## config.mk

```make
export PLATFORM = sky130hd
export DESIGN_NAME = multitouch_contact_tracker_top_flat
export DESIGN_NICKNAME = d
export VERILOG_FILES = /design/src/rtl/mct_pkg.sv /design/src/rtl/mct_if.sv /design/src/rtl/mct_ram.sv /design/src/rtl/mct_map.sv /design/src/rtl/mct_cfg.sv /design/src/rtl/multitouch_contact_tracker_top.sv /design/src/flat_wrapper.sv
export VERILOG_INCLUDE_DIRS = /design/src /design/src/rtl
export SDC_FILE = /design/constraint.sdc
export NUM_CORES = 2
export LEC_CHECK = 0
export BUFFER_PORTS_ARGS = -buffer_cell sky130_fd_sc_hd__buf_2
export CAP_MARGIN = 20
export CORE_UTILIZATION = 40
export DETAILED_ROUTE_END_ITERATION = 16
export HOLD_SLACK_MARGIN = 0.12
export PLACE_DENSITY = 0.62
export SYNTH_ARGS = -nofsm -noshare
export SYNTH_HDL_FRONTEND = slang
export SYNTH_SLANG_ARGS = --single-unit
export TNS_END_PERCENT = 20
```

## constraint.sdc

```tcl
create_clock -name clk -period 12.71 [get_ports clk]
set_clock_uncertainty 0.05 [all_clocks]
set_input_delay 1.9065 -clock clk [delete_from_list [all_inputs] [get_ports clk]]
set_output_delay 1.9065 -clock clk [all_outputs]
set_load 0.05 [all_outputs]
```

## src/rtl/multitouch_contact_tracker_top_assert.svh

```systemverilog
// Assertion macros for the contact tracker.
// Used by multitouch_contact_tracker_top; needs clk and rst_n in scope.
`ifndef MULTITOUCH_CONTACT_TRACKER_TOP_ASSERT_SVH
`define MULTITOUCH_CONTACT_TRACKER_TOP_ASSERT_SVH

// condition holds in the same cycle
`define MCT_ASSERT_IMP(lbl, ante, cons, msg) \
    lbl: assert property (@(posedge clk) disable iff (!rst_n) (ante) |-> (cons)) else $error(msg);

// condition holds in the next cycle
`define MCT_ASSERT_NXT(lbl, ante, cons, msg) \
    lbl: assert property (@(posedge clk) disable iff (!rst_n) (ante) |=> (cons)) else $error(msg);

`endif

```

## src/rtl/mct_pkg.sv

```systemverilog
// Shared types and constants of the contact tracker.
// No dependencies.
package mct_pkg;

    localparam int MAX_CONTACTS_DEF = 5;
    localparam int PADDR_W          = 5;
    localparam logic [7:0] FREE_ID  = 8'hFF;
    localparam logic [9:0] FULL_X   = 10'd1023;
    localparam logic [9:0] FULL_Y   = 10'd599;

    typedef enum logic [2:0] {
        REG_MIN_X    = 3'd0,
        REG_MAX_X    = 3'd1,
        REG_MIN_Y    = 3'd2,
        REG_MAX_Y    = 3'd3,
        REG_AXIS     = 3'd4,
        REG_RADIUS   = 3'd5,
        REG_DEBOUNCE = 3'd6
    } reg_idx_t;

    typedef enum logic {
        OP_POINT = 1'b0,
        OP_POLL  = 1'b1
    } op_t;

    typedef struct packed {
        logic [11:0] raw_min_x;
        logic [11:0] raw_max_x;
        logic [11:0] raw_min_y;
        logic [11:0] raw_max_y;
        logic [2:0]  axis_mode;
        logic [9:0]  match_radius;
        logic [15:0] release_debounce_ms;
    } cfg_t;

    typedef struct packed {
        logic        active;
        logic        pressed;
        logic        released;
        logic        pending;
        logic        seen;
        logic [7:0]  id;
        logic [9:0]  x;
        logic [9:0]  y;
        logic [9:0]  dx;
        logic [9:0]  dy;
        logic [31:0] since;
    } slot_t;

    localparam slot_t SLOT_RESET = '{active: 1'b0, pressed: 1'b0, released: 1'b0,
                                     pending: 1'b0, seen: 1'b0, id: FREE_ID,
                                     x: 10'd0, y: 10'd0, dx: 10'd0, dy: 10'd0,
                                     since: 32'd0};

    typedef struct packed {
        logic        matched;
        logic [9:0]  sx;
        logic [9:0]  sy;
        logic [7:0]  id;
        logic [11:0] ry;
        logic [11:0] rx;
    } point_t;

    typedef struct packed {
        logic [3:0]  slot_index;
        logic        slot_active;
        logic        pressed_edge;
        logic        released_edge;
        logic [7:0]  contact_track_id;
        logic [9:0]  screen_x;
        logic [9:0]  screen_y;
        logic [9:0]  down_x;
        logic [9:0]  down_y;
        logic [31:0] press_count;
        logic        last_slot;
    } result_t;

endpackage

```

## src/rtl/mct_if.sv

```systemverilog
// Request and result channel interfaces of the contact tracker.
// No dependencies.
interface mct_cmd_if;
    logic        valid;
    logic        ready;
    logic        operation;
    logic [11:0] raw_x;
    logic [11:0] raw_y;
    logic [7:0]  point_track_id;
    logic [31:0] now_ms;

    modport source (output valid, operation, raw_x, raw_y, point_track_id, now_ms,
                    input ready);
    modport sink (input valid, operation, raw_x, raw_y, point_track_id, now_ms,
                  output ready);
endinterface

interface mct_rsp_if;
    logic        valid;
    logic        ready;
    logic [3:0]  slot_index;
    logic        slot_active;
    logic        pressed_edge;
    logic        released_edge;
    logic [7:0]  contact_track_id;
    logic [9:0]  screen_x;
    logic [9:0]  screen_y;
    logic [9:0]  down_x;
    logic [9:0]  down_y;
    logic [31:0] press_count;
    logic        last_slot;

    modport source (output valid, slot_index, slot_active, pressed_edge, released_edge,
                    contact_track_id, screen_x, screen_y, down_x, down_y,
                    press_count, last_slot,
                    input ready);
    modport sink (input valid, slot_index, slot_active, pressed_edge, released_edge,
                  contact_track_id, screen_x, screen_y, down_x, down_y,
                  press_count, last_slot,
                  output ready);
endinterface

```

## src/rtl/mct_ram.sv

```systemverilog
// Generic single-write, single-read RAM with registered read data.
// No dependencies.
module mct_ram #(
    parameter int WIDTH = 8,
    parameter int DEPTH = 4
) (
    input  logic                                  clk,
    input  logic                                  we,
    input  logic [(DEPTH > 1 ? $clog2(DEPTH) : 1)-1:0] waddr,
    input  logic [WIDTH-1:0]                      wdata,
    input  logic                                  re,
    input  logic [(DEPTH > 1 ? $clog2(DEPTH) : 1)-1:0] raddr,
    output logic [WIDTH-1:0]                      rdata
);
    logic [WIDTH-1:0] mem [DEPTH];
    logic [WIDTH-1:0] rdata_reg;

    always_ff @(posedge clk)
    begin
        if (we)
        begin
            mem[waddr] <= wdata;
        end
        if (re)
        begin
            rdata_reg <= mem[raddr];
        end
    end

    assign rdata = rdata_reg;
endmodule

```

## src/rtl/mct_map.sv

```systemverilog
// Raw to screen coordinate mapping: one multiply, then a bit-serial divider.
// Depends on mct_pkg.
module mct_map (
    input  logic          clk,
    input  logic          rst_n,
    input  logic          start,
    input  logic [11:0]   raw_x,
    input  logic [11:0]   raw_y,
    input  mct_pkg::cfg_t cfg,
    output logic          done,
    output logic [9:0]    screen_x,
    output logic [9:0]    screen_y
);
    localparam int QW = 23;

    typedef enum logic [3:0] {
        M_IDLE = 4'b0001,
        M_MUL  = 4'b0010,
        M_DIV  = 4'b0100,
        M_FIN  = 4'b1000
    } mstate_t;

    mstate_t        state_reg, state_next;
    logic           axis_reg, axis_next;
    logic [11:0]    rx_reg, rx_next, ry_reg, ry_next;
    logic [QW-1:0]  num_reg, num_next;
    logic [11:0]    den_reg, den_next;
    logic [11:0]    rem_reg, rem_next;
    logic           neg_reg, neg_next;
    logic [4:0]     cnt_reg, cnt_next;
    logic [9:0]     sx_reg, sx_next, sy_reg, sy_next;
    logic           done_reg, done_next;

    logic [11:0]        raw_sel, lo, hi;
    logic [9:0]         full;
    logic               inv;
    logic signed [12:0] diff, span;
    logic signed [23:0] prod;
    logic [23:0]        pmag;
    logic [12:0]        smag;
    logic [12:0]        rem_sh;
    logic               qbit;
    logic signed [24:0] vs;
    logic signed [24:0] full_s;

    always_comb
    begin
        raw_sel = axis_reg ? (cfg.axis_mode[0] ? rx_reg : ry_reg)
                           : (cfg.axis_mode[0] ? ry_reg : rx_reg);
        lo      = axis_reg ? cfg.raw_min_y : cfg.raw_min_x;
        hi      = axis_reg ? cfg.raw_max_y : cfg.raw_max_x;
        full    = axis_reg ? mct_pkg::FULL_Y : mct_pkg::FULL_X;
        inv     = axis_reg ? cfg.axis_mode[2] : cfg.axis_mode[1];
        full_s  = 25'($signed({1'b0, full}));
        diff    = $signed({1'b0, raw_sel}) - $signed({1'b0, lo});
        span    = $signed({1'b0, hi}) - $signed({1'b0, lo});
        if (span == 13'sd0)
        begin
            span = 13'sd1;
        end
        prod    = 24'(diff) * 24'($signed({1'b0, full}));
        pmag    = prod[23] ? 24'(-prod) : 24'(prod);
        smag    = span[12] ? 13'(-span) : 13'(span);
        rem_sh  = {rem_reg, num_reg[QW-1]};
        qbit    = (rem_sh >= {1'b0, den_reg});
        vs      = neg_reg ? -$signed({2'b0, num_reg}) : $signed({2'b0, num_reg});
        if (inv)
        begin
            vs = full_s - vs;
        end
        if (vs < 0)
        begin
            vs = '0;
        end
        else if (vs > full_s)
        begin
            vs = full_s;
        end
    end

    always_comb
    begin
        state_next = state_reg;
        axis_next  = axis_reg;
        rx_next    = rx_reg;
        ry_next    = ry_reg;
        num_next   = num_reg;
        den_next   = den_reg;
        rem_next   = rem_reg;
        neg_next   = neg_reg;
        cnt_next   = cnt_reg;
        sx_next    = sx_reg;
        sy_next    = sy_reg;
        done_next  = 1'b0;
        unique case (state_reg)
            M_IDLE:
            begin
                if (start)
                begin
                    rx_next    = raw_x;
                    ry_next    = raw_y;
                    axis_next  = 1'b0;
                    state_next = M_MUL;
                end
            end
            M_MUL:
            begin
                num_next   = pmag[QW-1:0];
                den_next   = smag[11:0];
                neg_next   = prod[23] ^ span[12];
                rem_next   = '0;
                cnt_next   = '0;
                state_next = M_DIV;
            end
            M_DIV:
            begin
                rem_next = qbit ? 12'(rem_sh - {1'b0, den_reg}) : rem_sh[11:0];
                num_next = {num_reg[QW-2:0], qbit};
                cnt_next = cnt_reg + 5'd1;
                if (cnt_reg == 5'(QW - 1))
                begin
                    state_next = M_FIN;
                end
            end
            M_FIN:
            begin
                if (axis_reg)
                begin
                    sy_next    = vs[9:0];
                    done_next  = 1'b1;
                    state_next = M_IDLE;
                end
                else
                begin
                    sx_next    = vs[9:0];
                    axis_next  = 1'b1;
                    state_next = M_MUL;
                end
            end
            default:
            begin
                state_next = M_IDLE;
            end
        endcase
    end

    always_ff @(posedge clk or negedge rst_n)
    begin
        if (!rst_n)
        begin
            state_reg <= M_IDLE;
            done_reg  <= 1'b0;
        end
        else
        begin
            state_reg <= state_next;
            done_reg  <= done_next;
        end
    end

    always_ff @(posedge clk)
    begin
        axis_reg <= axis_next;
        rx_reg   <= rx_next;
        ry_reg   <= ry_next;
        num_reg  <= num_next;
        den_reg  <= den_next;
        rem_reg  <= rem_next;
        neg_reg  <= neg_next;
        cnt_reg  <= cnt_next;
        sx_reg   <= sx_next;
        sy_reg   <= sy_next;
    end

    assign done     = done_reg;
    assign screen_x = sx_reg;
    assign screen_y = sy_reg;
endmodule

```

## src/rtl/mct_cfg.sv

```systemverilog
// APB configuration registers of the contact tracker.
// Depends on mct_pkg.
module mct_cfg (
    input  logic                         clk,
    input  logic                         rst_n,
    input  logic                         psel,
    input  logic                         penable,
    input  logic                         pwrite,
    input  logic [mct_pkg::PADDR_W-1:0]  paddr,
    input  logic [31:0]                  pwdata,
    output logic [31:0]                  prdata,
    output logic                         pready,
    output mct_pkg::cfg_t                cfg
);
    mct_pkg::cfg_t     cfg_reg, cfg_next;
    mct_pkg::reg_idx_t idx;
    logic              wr;

    assign idx    = mct_pkg::reg_idx_t'(paddr[4:2]);
    assign wr     = psel && penable && pwrite;
    assign pready = 1'b1;

    always_comb
    begin
        cfg_next = cfg_reg;
        if (wr)
        begin
            unique case (idx)
                mct_pkg::REG_MIN_X:    cfg_next.raw_min_x = pwdata[11:0];
                mct_pkg::REG_MAX_X:    cfg_next.raw_max_x = pwdata[11:0];
                mct_pkg::REG_MIN_Y:    cfg_next.raw_min_y = pwdata[11:0];
                mct_pkg::REG_MAX_Y:    cfg_next.raw_max_y = pwdata[11:0];
                mct_pkg::REG_AXIS:     cfg_next.axis_mode = pwdata[2:0];
                mct_pkg::REG_RADIUS:   cfg_next.match_radius = pwdata[9:0];
                mct_pkg::REG_DEBOUNCE: cfg_next.release_debounce_ms = pwdata[15:0];
                default:               cfg_next = cfg_reg;
            endcase
        end
    end

    always_comb
    begin
        unique case (idx)
            mct_pkg::REG_MIN_X:    prdata = {20'd0, cfg_reg.raw_min_x};
            mct_pkg::REG_MAX_X:    prdata = {20'd0, cfg_reg.raw_max_x};
            mct_pkg::REG_MIN_Y:    prdata = {20'd0, cfg_reg.raw_min_y};
            mct_pkg::REG_MAX_Y:    prdata = {20'd0, cfg_reg.raw_max_y};
            mct_pkg::REG_AXIS:     prdata = {29'd0, cfg_reg.axis_mode};
            mct_pkg::REG_RADIUS:   prdata = {22'd0, cfg_reg.match_radius};
            mct_pkg::REG_DEBOUNCE: prdata = {16'd0, cfg_reg.release_debounce_ms};
            default:               prdata = 32'd0;
        endcase
    end

    always_ff @(posedge clk or negedge rst_n)
    begin
        if (!rst_n)
        begin
            cfg_reg.raw_min_x           <= 12'd0;
            cfg_reg.raw_max_x           <= 12'd1023;
            cfg_reg.raw_min_y           <= 12'd0;
            cfg_reg.raw_max_y           <= 12'd599;
            cfg_reg.axis_mode           <= 3'd0;
            cfg_reg.match_radius        <= 10'd40;
            cfg_reg.release_debounce_ms <= 16'd30;
        end
        else
        begin
            cfg_reg <= cfg_next;
        end
    end

    assign cfg = cfg_reg;
endmodule

```

## src/rtl/multitouch_contact_tracker_top.sv

```systemverilog
// Top level of the multitouch contact tracker: poll sequencer over the slot and point RAMs.
// Depends on mct_pkg, mct_if, mct_ram, mct_map, mct_cfg and the assertion macro header.
//
//  channel   dir  handshake            payload
//  cmd       in   valid/ready          operation, raw_x, raw_y, point_track_id, now_ms
//  rsp       out  valid/ready          one slot result per slot per poll
//  apb       in   psel/penable/pready  seven config registers at 4*i
//
// A point request is written into the point RAM while it has room. A poll request retires
// the slots, maps the buffered points, matches them to live slots by id, runs a nearest
// search for every other point, then writes back each slot and delivers one result per slot.
// Slot state reads as its reset value through per-entry valid bits after reset. A stalled
// rsp holds the final walk; cmd is ready only while no poll is in progress.
`include "multitouch_contact_tracker_top_assert.svh"

module multitouch_contact_tracker_top #(
    parameter int MAX_CONTACTS = mct_pkg::MAX_CONTACTS_DEF
) (
    input  logic                         clk,
    input  logic                         rst_n,
    mct_cmd_if.sink                      cmd,
    mct_rsp_if.source                    rsp,
    input  logic                         psel,
    input  logic                         penable,
    input  logic                         pwrite,
    input  logic [mct_pkg::PADDR_W-1:0]  paddr,
    input  logic [31:0]                  pwdata,
    output logic [31:0]                  prdata,
    output logic                         pready
);
    localparam int SW = (MAX_CONTACTS > 1) ? $clog2(MAX_CONTACTS) : 1;
    localparam int CW = $clog2(MAX_CONTACTS + 1);
    localparam logic [CW-1:0] LAST_IDX = CW'(MAX_CONTACTS - 1);

    typedef enum logic [18:0] {
        ST_IDLE    = 19'h00001,
        ST_RET_RD  = 19'h00002,
        ST_RET_WR  = 19'h00004,
        ST_MAP_RD  = 19'h00008,
        ST_MAP_GO  = 19'h00010,
        ST_MAP_WT  = 19'h00020,
        ST_P1_PRD  = 19'h00040,
        ST_P1_PLT  = 19'h00080,
        ST_P1_SRD  = 19'h00100,
        ST_P1_CHK  = 19'h00200,
        ST_P2_PRD  = 19'h00400,
        ST_P2_PLT  = 19'h00800,
        ST_P2_SRD  = 19'h01000,
        ST_P2_SQ   = 19'h02000,
        ST_P2_CMP  = 19'h04000,
        ST_P2_ARD  = 19'h08000,
        ST_P2_AWR  = 19'h10000,
        ST_P3_RD   = 19'h20000,
        ST_P3_WR   = 19'h40000
    } st_t;

    mct_pkg::cfg_t cfg;

    st_t                  state_reg, state_next;
    logic [CW-1:0]        cnt_reg, cnt_next;
    logic [CW-1:0]        n_reg, n_next;
    logic [CW-1:0]        r_reg, r_next;
    logic [CW-1:0]        i_reg, i_next;
    logic [31:0]          now_reg, now_next;
    mct_pkg::point_t      pt_reg, pt_next;
    logic [20:0]          best_reg, best_next;
    logic [CW-1:0]        near_reg, near_next;
    logic                 nfound_reg, nfound_next;
    logic [CW-1:0]        free_reg, free_next;
    logic                 ffound_reg, ffound_next;
    logic [19:0]          sqx_reg, sqx_next, sqy_reg, sqy_next;
    logic                 liveq_reg, liveq_next, freeq_reg, freeq_next;
    logic [31:0]          presses_reg, presses_next;
    mct_pkg::result_t     rsp_reg, rsp_next;
    logic                 rspv_reg, rspv_next;
    logic [MAX_CONTACTS-1:0] svalid_reg, svalid_next;
    logic                 svq_reg;

    logic                 slot_re, slot_we;
    logic [SW-1:0]        slot_raddr, slot_waddr;
    mct_pkg::slot_t       slot_wdata, slot_rdata, slot_q, s;
    logic                 pt_re, pt_we;
    logic [SW-1:0]        pt_raddr, pt_waddr;
    mct_pkg::point_t      pt_wdata, pt_q;

    logic                 map_start, map_done;
    logic [9:0]           map_sx, map_sy;

    logic                 live_q, last_pt, rsp_load;
    logic signed [21:0]   dxw, dyw, sqxw, sqyw;
    logic [20:0]          sq_sum;
    logic [31:0]          diff;

    mct_cfg u_cfg (
        .clk     (clk),
        .rst_n   (rst_n),
        .psel    (psel),
        .penable (penable),
        .pwrite  (pwrite),
        .paddr   (paddr),
        .pwdata  (pwdata),
        .prdata  (prdata),
        .pready  (pready),
        .cfg     (cfg)
    );

    mct_ram #(.WIDTH($bits(mct_pkg::slot_t)), .DEPTH(MAX_CONTACTS)) u_slot_ram (
        .clk   (clk),
        .we    (slot_we),
        .waddr (slot_waddr),
        .wdata (slot_wdata),
        .re    (slot_re),
        .raddr (slot_raddr),
        .rdata (slot_rdata)
    );

    mct_ram #(.WIDTH($bits(mct_pkg::point_t)), .DEPTH(MAX_CONTACTS)) u_pt_ram (
        .clk   (clk),
        .we    (pt_we),
        .waddr (pt_waddr),
        .wdata (pt_wdata),
        .re    (pt_re),
        .raddr (pt_raddr),
        .rdata (pt_q)
    );

    mct_map u_map (
        .clk      (clk),
        .rst_n    (rst_n),
        .start    (map_start),
        .raw_x    (pt_q.rx),
        .raw_y    (pt_q.ry),
        .cfg      (cfg),
        .done     (map_done),
        .screen_x (map_sx),
        .screen_y (map_sy)
    );

    assign slot_q    = svq_reg ? slot_rdata : mct_pkg::SLOT_RESET;
    assign live_q    = slot_q.active && !slot_q.seen;
    assign last_pt   = (CW'(r_reg + 1'b1) == n_reg);
    assign map_start = (state_reg == ST_MAP_GO);
    assign cmd.ready = (state_reg == ST_IDLE);

    always_comb
    begin
        dxw    = 22'($signed({1'b0, slot_q.x}) - $signed({1'b0, pt_reg.sx}));
        dyw    = 22'($signed({1'b0, slot_q.y}) - $signed({1'b0, pt_reg.sy}));
        sqxw   = dxw * dxw;
        sqyw   = dyw * dyw;
        sq_sum = {1'b0, sqx_reg} + {1'b0, sqy_reg};
        diff   = now_reg - slot_q.since;
    end

    always_comb
    begin
        state_next   = state_reg;
        cnt_next     = cnt_reg;
        n_next       = n_reg;
        r_next       = r_reg;
        i_next       = i_reg;
        now_next     = now_reg;
        pt_next      = pt_reg;
        best_next    = best_reg;
        near_next    = near_reg;
        nfound_next  = nfound_reg;
        free_next    = free_reg;
        ffound_next  = ffound_reg;
        sqx_next     = sqx_reg;
        sqy_next     = sqy_reg;
        liveq_next   = liveq_reg;
        freeq_next   = freeq_reg;
        presses_next = presses_reg;
        rsp_next     = rsp_reg;
        rspv_next    = rspv_reg && !rsp.ready;
        svalid_next  = svalid_reg;
        slot_re      = 1'b0;
        slot_raddr   = i_reg[SW-1:0];
        slot_we      = 1'b0;
        slot_waddr   = i_reg[SW-1:0];
        slot_wdata   = slot_q;
        pt_re        = 1'b0;
        pt_raddr     = r_reg[SW-1:0];
        pt_we        = 1'b0;
        pt_waddr     = r_reg[SW-1:0];
        pt_wdata     = pt_reg;
        rsp_load     = 1'b0;
        s            = slot_q;

        unique case (state_reg)
            ST_IDLE:
            begin
                if (cmd.valid)
                begin
                    if (cmd.operation == mct_pkg::OP_POINT)
                    begin
                        if (cnt_reg < CW'(MAX_CONTACTS))
                        begin
                            pt_we    = 1'b1;
                            pt_waddr = cnt_reg[SW-1:0];
                            pt_wdata = '{matched: 1'b0, sx: 10'd0, sy: 10'd0,
                                         id: cmd.point_track_id, ry: cmd.raw_y,
                                         rx: cmd.raw_x};
                            cnt_next = cnt_reg + 1'b1;
                        end
                    end
                    else
                    begin
                        now_next   = cmd.now_ms;
                        n_next     = cnt_reg;
                        cnt_next   = '0;
                        i_next     = '0;
                        state_next = ST_RET_RD;
                    end
                end
            end
            ST_RET_RD:
            begin
                slot_re    = 1'b1;
                state_next = ST_RET_WR;
            end
            ST_RET_WR:
            begin
                s.pressed = 1'b0;
                if (slot_q.released)
                begin
                    s.released = 1'b0;
                    s.id       = mct_pkg::FREE_ID;
                end
                s.seen     = 1'b0;
                slot_we    = 1'b1;
                slot_wdata = s;
                if (i_reg == LAST_IDX)
                begin
                    i_next     = '0;
                    r_next     = '0;
                    state_next = (n_reg == '0) ? ST_P3_RD : ST_MAP_RD;
                end
                else
                begin
                    i_next     = i_reg + 1'b1;
                    state_next = ST_RET_RD;
                end
            end
            ST_MAP_RD:
            begin
                pt_re      = 1'b1;
                state_next = ST_MAP_GO;
            end
            ST_MAP_GO:
            begin
                pt_next    = pt_q;
                state_next = ST_MAP_WT;
            end
            ST_MAP_WT:
            begin
                if (map_done)
                begin
                    pt_we    = 1'b1;
                    pt_wdata = '{matched: 1'b0, sx: map_sx, sy: map_sy, id: pt_reg.id,
                                 ry: pt_reg.ry, rx: pt_reg.rx};
                    if (last_pt)
                    begin
                        r_next     = '0;
                        state_next = ST_P1_PRD;
                    end
                    else
                    begin
                        r_next     = r_reg + 1'b1;
                        state_next = ST_MAP_RD;
                    end
                end
            end
            ST_P1_PRD:
            begin
                pt_re      = 1'b1;
                state_next = ST_P1_PLT;
            end
            ST_P1_PLT:
            begin
                pt_next    = pt_q;
                i_next     = '0;
                state_next = ST_P1_SRD;
            end
            ST_P1_SRD:
            begin
                slot_re    = 1'b1;
                state_next = ST_P1_CHK;
            end
            ST_P1_CHK:
            begin
                if (live_q && slot_q.id == pt_reg.id)
                begin
                    s.x        = pt_reg.sx;
                    s.y        = pt_reg.sy;
                    s.pending  = 1'b0;
                    s.seen     = 1'b1;
                    slot_we    = 1'b1;
                    slot_wdata = s;
                    pt_we      = 1'b1;
                    pt_wdata   = pt_reg;
                    pt_wdata.matched = 1'b1;
                end
                if ((live_q && slot_q.id == pt_reg.id) || i_reg == LAST_IDX)
                begin
                    if (last_pt)
                    begin
                        r_next     = '0;
                        state_next = ST_P2_PRD;
                    end
                    else
                    begin
                        r_next     = r_reg + 1'b1;
                        state_next = ST_P1_PRD;
                    end
                end
                else
                begin
                    i_next     = i_reg + 1'b1;
                    state_next = ST_P1_SRD;
                end
            end
            ST_P2_PRD:
            begin
                pt_re      = 1'b1;
                state_next = ST_P2_PLT;
            end
            ST_P2_PLT:
            begin
                pt_next     = pt_q;
                i_next      = '0;
                best_next   = 21'({11'd0, cfg.match_radius} * {11'd0, cfg.match_radius});
                nfound_next = 1'b0;
                ffound_next = 1'b0;
                if (pt_q.matched)
                begin
                    if (last_pt)
                    begin
                        i_next     = '0;
                        state_next = ST_P3_RD;
                    end
                    else
                    begin
                        r_next     = r_reg + 1'b1;
                        state_next = ST_P2_PRD;
                    end
                end
                else
                begin
                    state_next = ST_P2_SRD;
                end
            end
            ST_P2_SRD:
            begin
                slot_re    = 1'b1;
                state_next = ST_P2_SQ;
            end
            ST_P2_SQ:
            begin
                sqx_next   = sqxw[19:0];
                sqy_next   = sqyw[19:0];
                liveq_next = live_q;
                freeq_next = !slot_q.active;
                state_next = ST_P2_CMP;
            end
            ST_P2_CMP:
            begin
                if (liveq_reg && sq_sum <= best_reg)
                begin
                    best_next   = sq_sum;
                    near_next   = i_reg;
                    nfound_next = 1'b1;
                end
                if (freeq_reg && !ffound_reg)
                begin
                    free_next   = i_reg;
                    ffound_next = 1'b1;
                end
                if (i_reg == LAST_IDX)
                begin
                    state_next = ST_P2_ARD;
                end
                else
                begin
                    i_next     = i_reg + 1'b1;
                    state_next = ST_P2_SRD;
                end
            end
            ST_P2_ARD:
            begin
                if (nfound_reg || ffound_reg)
                begin
                    slot_re    = 1'b1;
                    slot_raddr = nfound_reg ? near_reg[SW-1:0] : free_reg[SW-1:0];
                    state_next = ST_P2_AWR;
                end
                else if (last_pt)
                begin
                    i_next     = '0;
                    state_next = ST_P3_RD;
                end
                else
                begin
                    r_next     = r_reg + 1'b1;
                    state_next = ST_P2_PRD;
                end
            end
            ST_P2_AWR:
            begin
                s.id      = pt_reg.id;
                s.x       = pt_reg.sx;
                s.y       = pt_reg.sy;
                s.pending = 1'b0;
                s.seen    = 1'b1;
                if (!nfound_reg)
                begin
                    s.active     = 1'b1;
                    s.pressed    = 1'b1;
                    s.released   = 1'b0;
                    s.dx         = pt_reg.sx;
                    s.dy         = pt_reg.sy;
                    presses_next = presses_reg + 32'd1;
                end
                slot_we    = 1'b1;
                slot_waddr = nfound_reg ? near_reg[SW-1:0] : free_reg[SW-1:0];
                slot_wdata = s;
                if (last_pt)
                begin
                    i_next     = '0;
                    state_next = ST_P3_RD;
                end
                else
                begin
                    r_next     = r_reg + 1'b1;
                    state_next = ST_P2_PRD;
                end
            end
            ST_P3_RD:
            begin
                if (!rspv_reg || rsp.ready)
                begin
                    slot_re    = 1'b1;
                    state_next = ST_P3_WR;
                end
            end
            ST_P3_WR:
            begin
                if (live_q)
                begin
                    if (!slot_q.pending)
                    begin
                        s.pending = 1'b1;
                        s.since   = now_reg;
                    end
                    else if (!diff[31] && diff >= {16'd0, cfg.release_debounce_ms})
                    begin
                        s.active   = 1'b0;
                        s.pending  = 1'b0;
                        s.released = 1'b1;
                    end
                end
                slot_we    = 1'b1;
                slot_wdata = s;
                rsp_load   = 1'b1;
                rspv_next  = 1'b1;
                rsp_next   = '{slot_index: 4'(i_reg), slot_active: s.active,
                               pressed_edge: s.pressed, released_edge: s.released,
                               contact_track_id: s.id, screen_x: s.x, screen_y: s.y,
                               down_x: s.dx, down_y: s.dy, press_count: presses_reg,
                               last_slot: (i_reg == LAST_IDX)};
                if (i_reg == LAST_IDX)
                begin
                    state_next = ST_IDLE;
                end
                else
                begin
                    i_next     = i_reg + 1'b1;
                    state_next = ST_P3_RD;
                end
            end
            default:
            begin
                state_next = ST_IDLE;
            end
        endcase

        if (slot_we)
        begin
            svalid_next[slot_waddr] = 1'b1;
        end
    end

    always_ff @(posedge clk or negedge rst_n)
    begin
        if (!rst_n)
        begin
            state_reg   <= ST_IDLE;
            cnt_reg     <= '0;
            presses_reg <= '0;
            rspv_reg    <= 1'b0;
            svalid_reg  <= '0;
        end
        else
        begin
            state_reg   <= state_next;
            cnt_reg     <= cnt_next;
            presses_reg <= presses_next;
            rspv_reg    <= rspv_next;
            svalid_reg  <= svalid_next;
        end
    end

    always_ff @(posedge clk)
    begin
        n_reg      <= n_next;
        r_reg      <= r_next;
        i_reg      <= i_next;
        now_reg    <= now_next;
        pt_reg     <= pt_next;
        best_reg   <= best_next;
        near_reg   <= near_next;
        nfound_reg <= nfound_next;
        free_reg   <= free_next;
        ffound_reg <= ffound_next;
        sqx_reg    <= sqx_next;
        sqy_reg    <= sqy_next;
        liveq_reg  <= liveq_next;
        freeq_reg  <= freeq_next;
        rsp_reg    <= rsp_next;
        if (slot_re)
        begin
            svq_reg <= svalid_reg[slot_raddr];
        end
    end

    assign rsp.valid            = rspv_reg;
    assign rsp.slot_index       = rsp_reg.slot_index;
    assign rsp.slot_active      = rsp_reg.slot_active;
    assign rsp.pressed_edge     = rsp_reg.pressed_edge;
    assign rsp.released_edge    = rsp_reg.released_edge;
    assign rsp.contact_track_id = rsp_reg.contact_track_id;
    assign rsp.screen_x         = rsp_reg.screen_x;
    assign rsp.screen_y         = rsp_reg.screen_y;
    assign rsp.down_x           = rsp_reg.down_x;
    assign rsp.down_y           = rsp_reg.down_y;
    assign rsp.press_count      = rsp_reg.press_count;
    assign rsp.last_slot        = rsp_reg.last_slot;

    `MCT_ASSERT_IMP(a_slot_rw_sep, slot_we && slot_re, slot_waddr != slot_raddr, "slot RAM read and write collide")
    `MCT_ASSERT_IMP(a_rsp_load_empty, rsp_load, !rspv_reg, "result register overwritten")
    `MCT_ASSERT_IMP(a_cnt_bound, 1'b1, cnt_reg <= CW'(MAX_CONTACTS), "point count overflow")
    `MCT_ASSERT_NXT(a_last_idle, rsp_load && rsp_next.last_slot, state_reg == ST_IDLE, "poll did not end after last slot")
endmodule
```

## src/flat_wrapper.sv

```systemverilog
// flat-port wrapper written by rule: the top's interface ports become plain ports
module multitouch_contact_tracker_top_flat 
#(
    parameter int MAX_CONTACTS = mct_pkg::MAX_CONTACTS_DEF
)
  (clk, rst_n, psel, penable, pwrite, paddr, pwdata, prdata, pready, cmd_valid, cmd_operation, cmd_raw_x, cmd_raw_y, cmd_point_track_id, cmd_now_ms, cmd_ready, rsp_valid, rsp_slot_index, rsp_slot_active, rsp_pressed_edge, rsp_released_edge, rsp_contact_track_id, rsp_screen_x, rsp_screen_y, rsp_down_x, rsp_down_y, rsp_press_count, rsp_last_slot, rsp_ready);
  mct_cmd_if cmd_i ();
  mct_rsp_if rsp_i ();
  input  logic clk;
  input  logic rst_n;
  input  logic psel;
  input  logic penable;
  input  logic pwrite;
  input  logic [mct_pkg::PADDR_W-1:0] paddr;
  input  logic [31:0] pwdata;
  output logic [31:0] prdata;
  output logic pready;
  input wire logic [$bits(cmd_i.valid)-1:0] cmd_valid;
  input wire logic [$bits(cmd_i.operation)-1:0] cmd_operation;
  input wire logic [$bits(cmd_i.raw_x)-1:0] cmd_raw_x;
  input wire logic [$bits(cmd_i.raw_y)-1:0] cmd_raw_y;
  input wire logic [$bits(cmd_i.point_track_id)-1:0] cmd_point_track_id;
  input wire logic [$bits(cmd_i.now_ms)-1:0] cmd_now_ms;
  output wire logic [$bits(cmd_i.ready)-1:0] cmd_ready;
  output wire logic [$bits(rsp_i.valid)-1:0] rsp_valid;
  output wire logic [$bits(rsp_i.slot_index)-1:0] rsp_slot_index;
  output wire logic [$bits(rsp_i.slot_active)-1:0] rsp_slot_active;
  output wire logic [$bits(rsp_i.pressed_edge)-1:0] rsp_pressed_edge;
  output wire logic [$bits(rsp_i.released_edge)-1:0] rsp_released_edge;
  output wire logic [$bits(rsp_i.contact_track_id)-1:0] rsp_contact_track_id;
  output wire logic [$bits(rsp_i.screen_x)-1:0] rsp_screen_x;
  output wire logic [$bits(rsp_i.screen_y)-1:0] rsp_screen_y;
  output wire logic [$bits(rsp_i.down_x)-1:0] rsp_down_x;
  output wire logic [$bits(rsp_i.down_y)-1:0] rsp_down_y;
  output wire logic [$bits(rsp_i.press_count)-1:0] rsp_press_count;
  output wire logic [$bits(rsp_i.last_slot)-1:0] rsp_last_slot;
  input wire logic [$bits(rsp_i.ready)-1:0] rsp_ready;
  assign cmd_i.valid = cmd_valid;
  assign cmd_i.operation = cmd_operation;
  assign cmd_i.raw_x = cmd_raw_x;
  assign cmd_i.raw_y = cmd_raw_y;
  assign cmd_i.point_track_id = cmd_point_track_id;
  assign cmd_i.now_ms = cmd_now_ms;
  assign cmd_ready = cmd_i.ready;
  assign rsp_valid = rsp_i.valid;
  assign rsp_slot_index = rsp_i.slot_index;
  assign rsp_slot_active = rsp_i.slot_active;
  assign rsp_pressed_edge = rsp_i.pressed_edge;
  assign rsp_released_edge = rsp_i.released_edge;
  assign rsp_contact_track_id = rsp_i.contact_track_id;
  assign rsp_screen_x = rsp_i.screen_x;
  assign rsp_screen_y = rsp_i.screen_y;
  assign rsp_down_x = rsp_i.down_x;
  assign rsp_down_y = rsp_i.down_y;
  assign rsp_press_count = rsp_i.press_count;
  assign rsp_last_slot = rsp_i.last_slot;
  assign rsp_i.ready = rsp_ready;
  multitouch_contact_tracker_top #(.MAX_CONTACTS(MAX_CONTACTS)) u_core (.clk(clk), .rst_n(rst_n), .cmd(cmd_i), .rsp(rsp_i), .psel(psel), .penable(penable), .pwrite(pwrite), .paddr(paddr), .pwdata(pwdata), .prdata(prdata), .pready(pready));
endmodule
```

==> out/results.ini <==
[outcome]
outcome=finished clean

[worst_setup_path]
cp_data_required_time_ns=13.22
critPathLaunch=u_core.u_map.axis_reg$_DFFE_PP_
timing.setup.critical_path_class=reg -> reg
reg2reg_setup_slack_ns=2.09
worst-path-stages=32
worst_path_most_repeated_cell=fa_1
critical_path.endpoint_type=flip-flop
critPathMaxFanout=23
reg2reg_to=u_core.u_map.num_reg[16]$_DFFE_PP_
critical_path.startpoint_type=flip-flop
critPathArrivalTime_ns=11.14
critical-path-top-delay-family=adder cells
path_buf_inv=5
worst-r2r-cell-count=32
start_of_the_worst_register_to_register_path=u_core.u_map.axis_reg$_DFFE_PP_
max_stage_delay_ns=0.81
cp_max_stage_cell=edfxtp_1
critPathCapture=u_core.u_map.num_reg[16]$_DFFE_PP_

[timing]
maxClockFrequency_ghz=0.0942
grt_setup_unrepaired=false
layout_worst_path_cycle_share_pct=83.6
setup_total_negative_slack_ns=0
fin_hold_ws_ns=0.369
slew_headroom_pct=23.8
actual_slew_at_the_worst_max_slew_pin_ns=1.14
finalHoldViolCount=0
final-setup-viol-count=0
maxSlewViolCount=0
timing.final.crit_period_ns=10.62

[yosys]
synth_edf_count=1177
synthTopCellsByArea=edfxtp_1 48%, fa_1 9.1%, ha_1 5.8%
synth_sequential_area_ratio_pct=53.1
synth_cells=5913
asyncSetResetFlopFracSynth_pct=10.8
post_synth_most_frequent_cells=1,177 x edfxtp_1, 596 x inv_1, 537 x nand2_1, 421 x nor2_1, 342 x ha_1
ys_dominant_reg_cell=edfxtp_1
synth.yosys.warnings=0
synthesis.area_per_instance_um2=12.4
post-synth-top-count-cell=edfxtp_1
ys_types=88
syn_area_um2=73300
synthDominantCellAreaShare_pct=48.2
synthDominantAreaCellType=edfxtp_1
yosys_register_bits=1319

[grt]
via_count_of_the_first_global_routing_pass=45600
grt_first_pass_wirelength_um=268000
globalRouteTotalUtil_pct=18.9
antenna_found_initial=9
grt_max_degree=141
global_route.overflow_total=0

[die]
die_h_um=430
die_area_um2=185000
die_w_um=430
initial_core_util_pct=40.4
design.core.area_um2=181000
fp-row-count=156
floorplan.io_pins=232

[cts]
cts.hold.buffers_added=0
cts_resized=0
worst_skew_pair.late_latency_ns=0.81
h-tree-depth=4
cts_root_buf=clkbuf_16
number_of_post_cts_setup_repair_buffers=0
cts-root-to-sink-buffers=3
cts_buffers=146
tritoncts=built
path_clk_slew_ns=0.06
cts_sinks=1319

[drt]
num_vias=45300
routed_wire_length_per_instance_um=20.2
viasPerCell=5.25
drt-total-wl_um=174000
firstDrtPassIters=6
detail-route-antenna-nets=0
dr.first_iter.drc_count=3047
detail_route.drc_violations=0

[job]
max_cap_viol_count=0

[finish]
fillCellCount=16400
area_growth_syn_to_layout_pct=11.8
largest_register_ffs=425
final_nets=6911
post_layout_nonfiller_instances=8618
post_route_cells_drive_above_1_share_pct=14.5

[min_path]
holdCritPathClass=reg -> reg

[placement]
gpl.final_weighted_congestion=0.870
dp.cells=8345
hpwlAfterDp_um=120000
placement.io_buffers=195

per-stage QoR:
stage | util (%) | area [um2] | setup slack, ns
finish | 45.2 | 82000 | 2.09
global route | 45.2 | 82000 | 1.30
CTS | 45.2 | 81900 | 2.06
detailed placement | 42.6 | 77200 | 2.10
global placement | 42.6 | 77200 | 2.10
floorplan | - | 73400 | 3.13
cell usage in the layout (no fill, tap or decap), types with 24 or more instances in the layout:
master	count
xnor2_1	184
nand3_1	68
a21o_1	51
nor3_1	52
clkbuf_16	147
nor2b_1	39
o21a_1	28
fa_1	334
edfxtp_1	1177
dfstp_2	24
mux2i_1	135
o21ai_0	286
nand4_1	27
nor2_1	416
and2_1	79
and3_1	30
nand2b_1	37
ha_1	342
dfrtp_1	118
mux4_2	61
nand2_1	537
nor3b_1	27
o21bai_1	24
buf_4	77
a31oi_1	30
clkbuf_1	29
inv_1	595
xor2_1	97
clkinv_1	38
mux2_2	258
or2_2	25
o31ai_1	46
buf_2	194
a21oi_1	285
how the worst min path moves through the flow:
stage | slack [ns] | startpoint | cells after the start | to
final | 0.37 | u_core.u_pt_ram.rdata[44]$_DFFE_PP_ | 0 | u_core.pt_reg[44]$_DFFE_PP_
after global routing | 0.38 | u_core.u_pt_ram.rdata[26]$_DFFE_PP_ | 0 | u_core.pt_reg[26]$_DFFE_PP_
after CTS | 0.37 | u_core.u_pt_ram.rdata[27]$_DFFE_PP_ | 0 | u_core.pt_reg[27]$_DFFE_PP_
after detailed placement | 0.35 | u_core.u_pt_ram.rdata[50]$_DFFE_PP_ | 0 | u_core.pt_reg[50]$_DFFE_PP_
after global placement | 0.35 | u_core.u_pt_ram.rdata[39]$_DFFE_PP_ | 0 | u_core.pt_reg[39]$_DFFE_PP_
after floorplan | 0.35 | u_core.u_pt_ram.rdata[24]$_DFFE_PP_ | 0 | u_core.pt_reg[24]$_DFFE_PP_
logic make-up after synthesis:
group / share of synthesized area (%)
muxes: 7.69
buffers and inverters: 4.37
xor gates and xnor gates: 3.43
adders and majority gates: 15.0
other: 0.0102
and+or+nand+nor: 9.15
AOI/OAI and AO/OA: 7.27
DFF: 53.1
routing by layer:
metal,global-route usage (%),up-vias,wire length [um]
met5,0,-,32
met4,5.96,4,4800
met3,2.77,220,8480
met2,31.5,1015,84700
met1,25.3,22700,75900
li1,-,21300,-
area by class of cell:
cell class | count | area [um2] | area share [%]
repair buffers | 276 | 1630 | 1.99
clock inverters | 86 | 868 | 1.06
well taps | 2370 | 2970 | 3.62
inverters | 604 | 2270 | 2.77
multi-input cells | 3779 | 31400 | 38.3
clock buffers | 183 | 3880 | 4.74
flip-flops and latches | 1319 | 38900 | 47.5
diodes | 1 | 2.50 | 0.00305
Power is left out: the tool's default activity adds up to more than one toggle a clock period on the data nets, which glitch-free logic cannot reach.
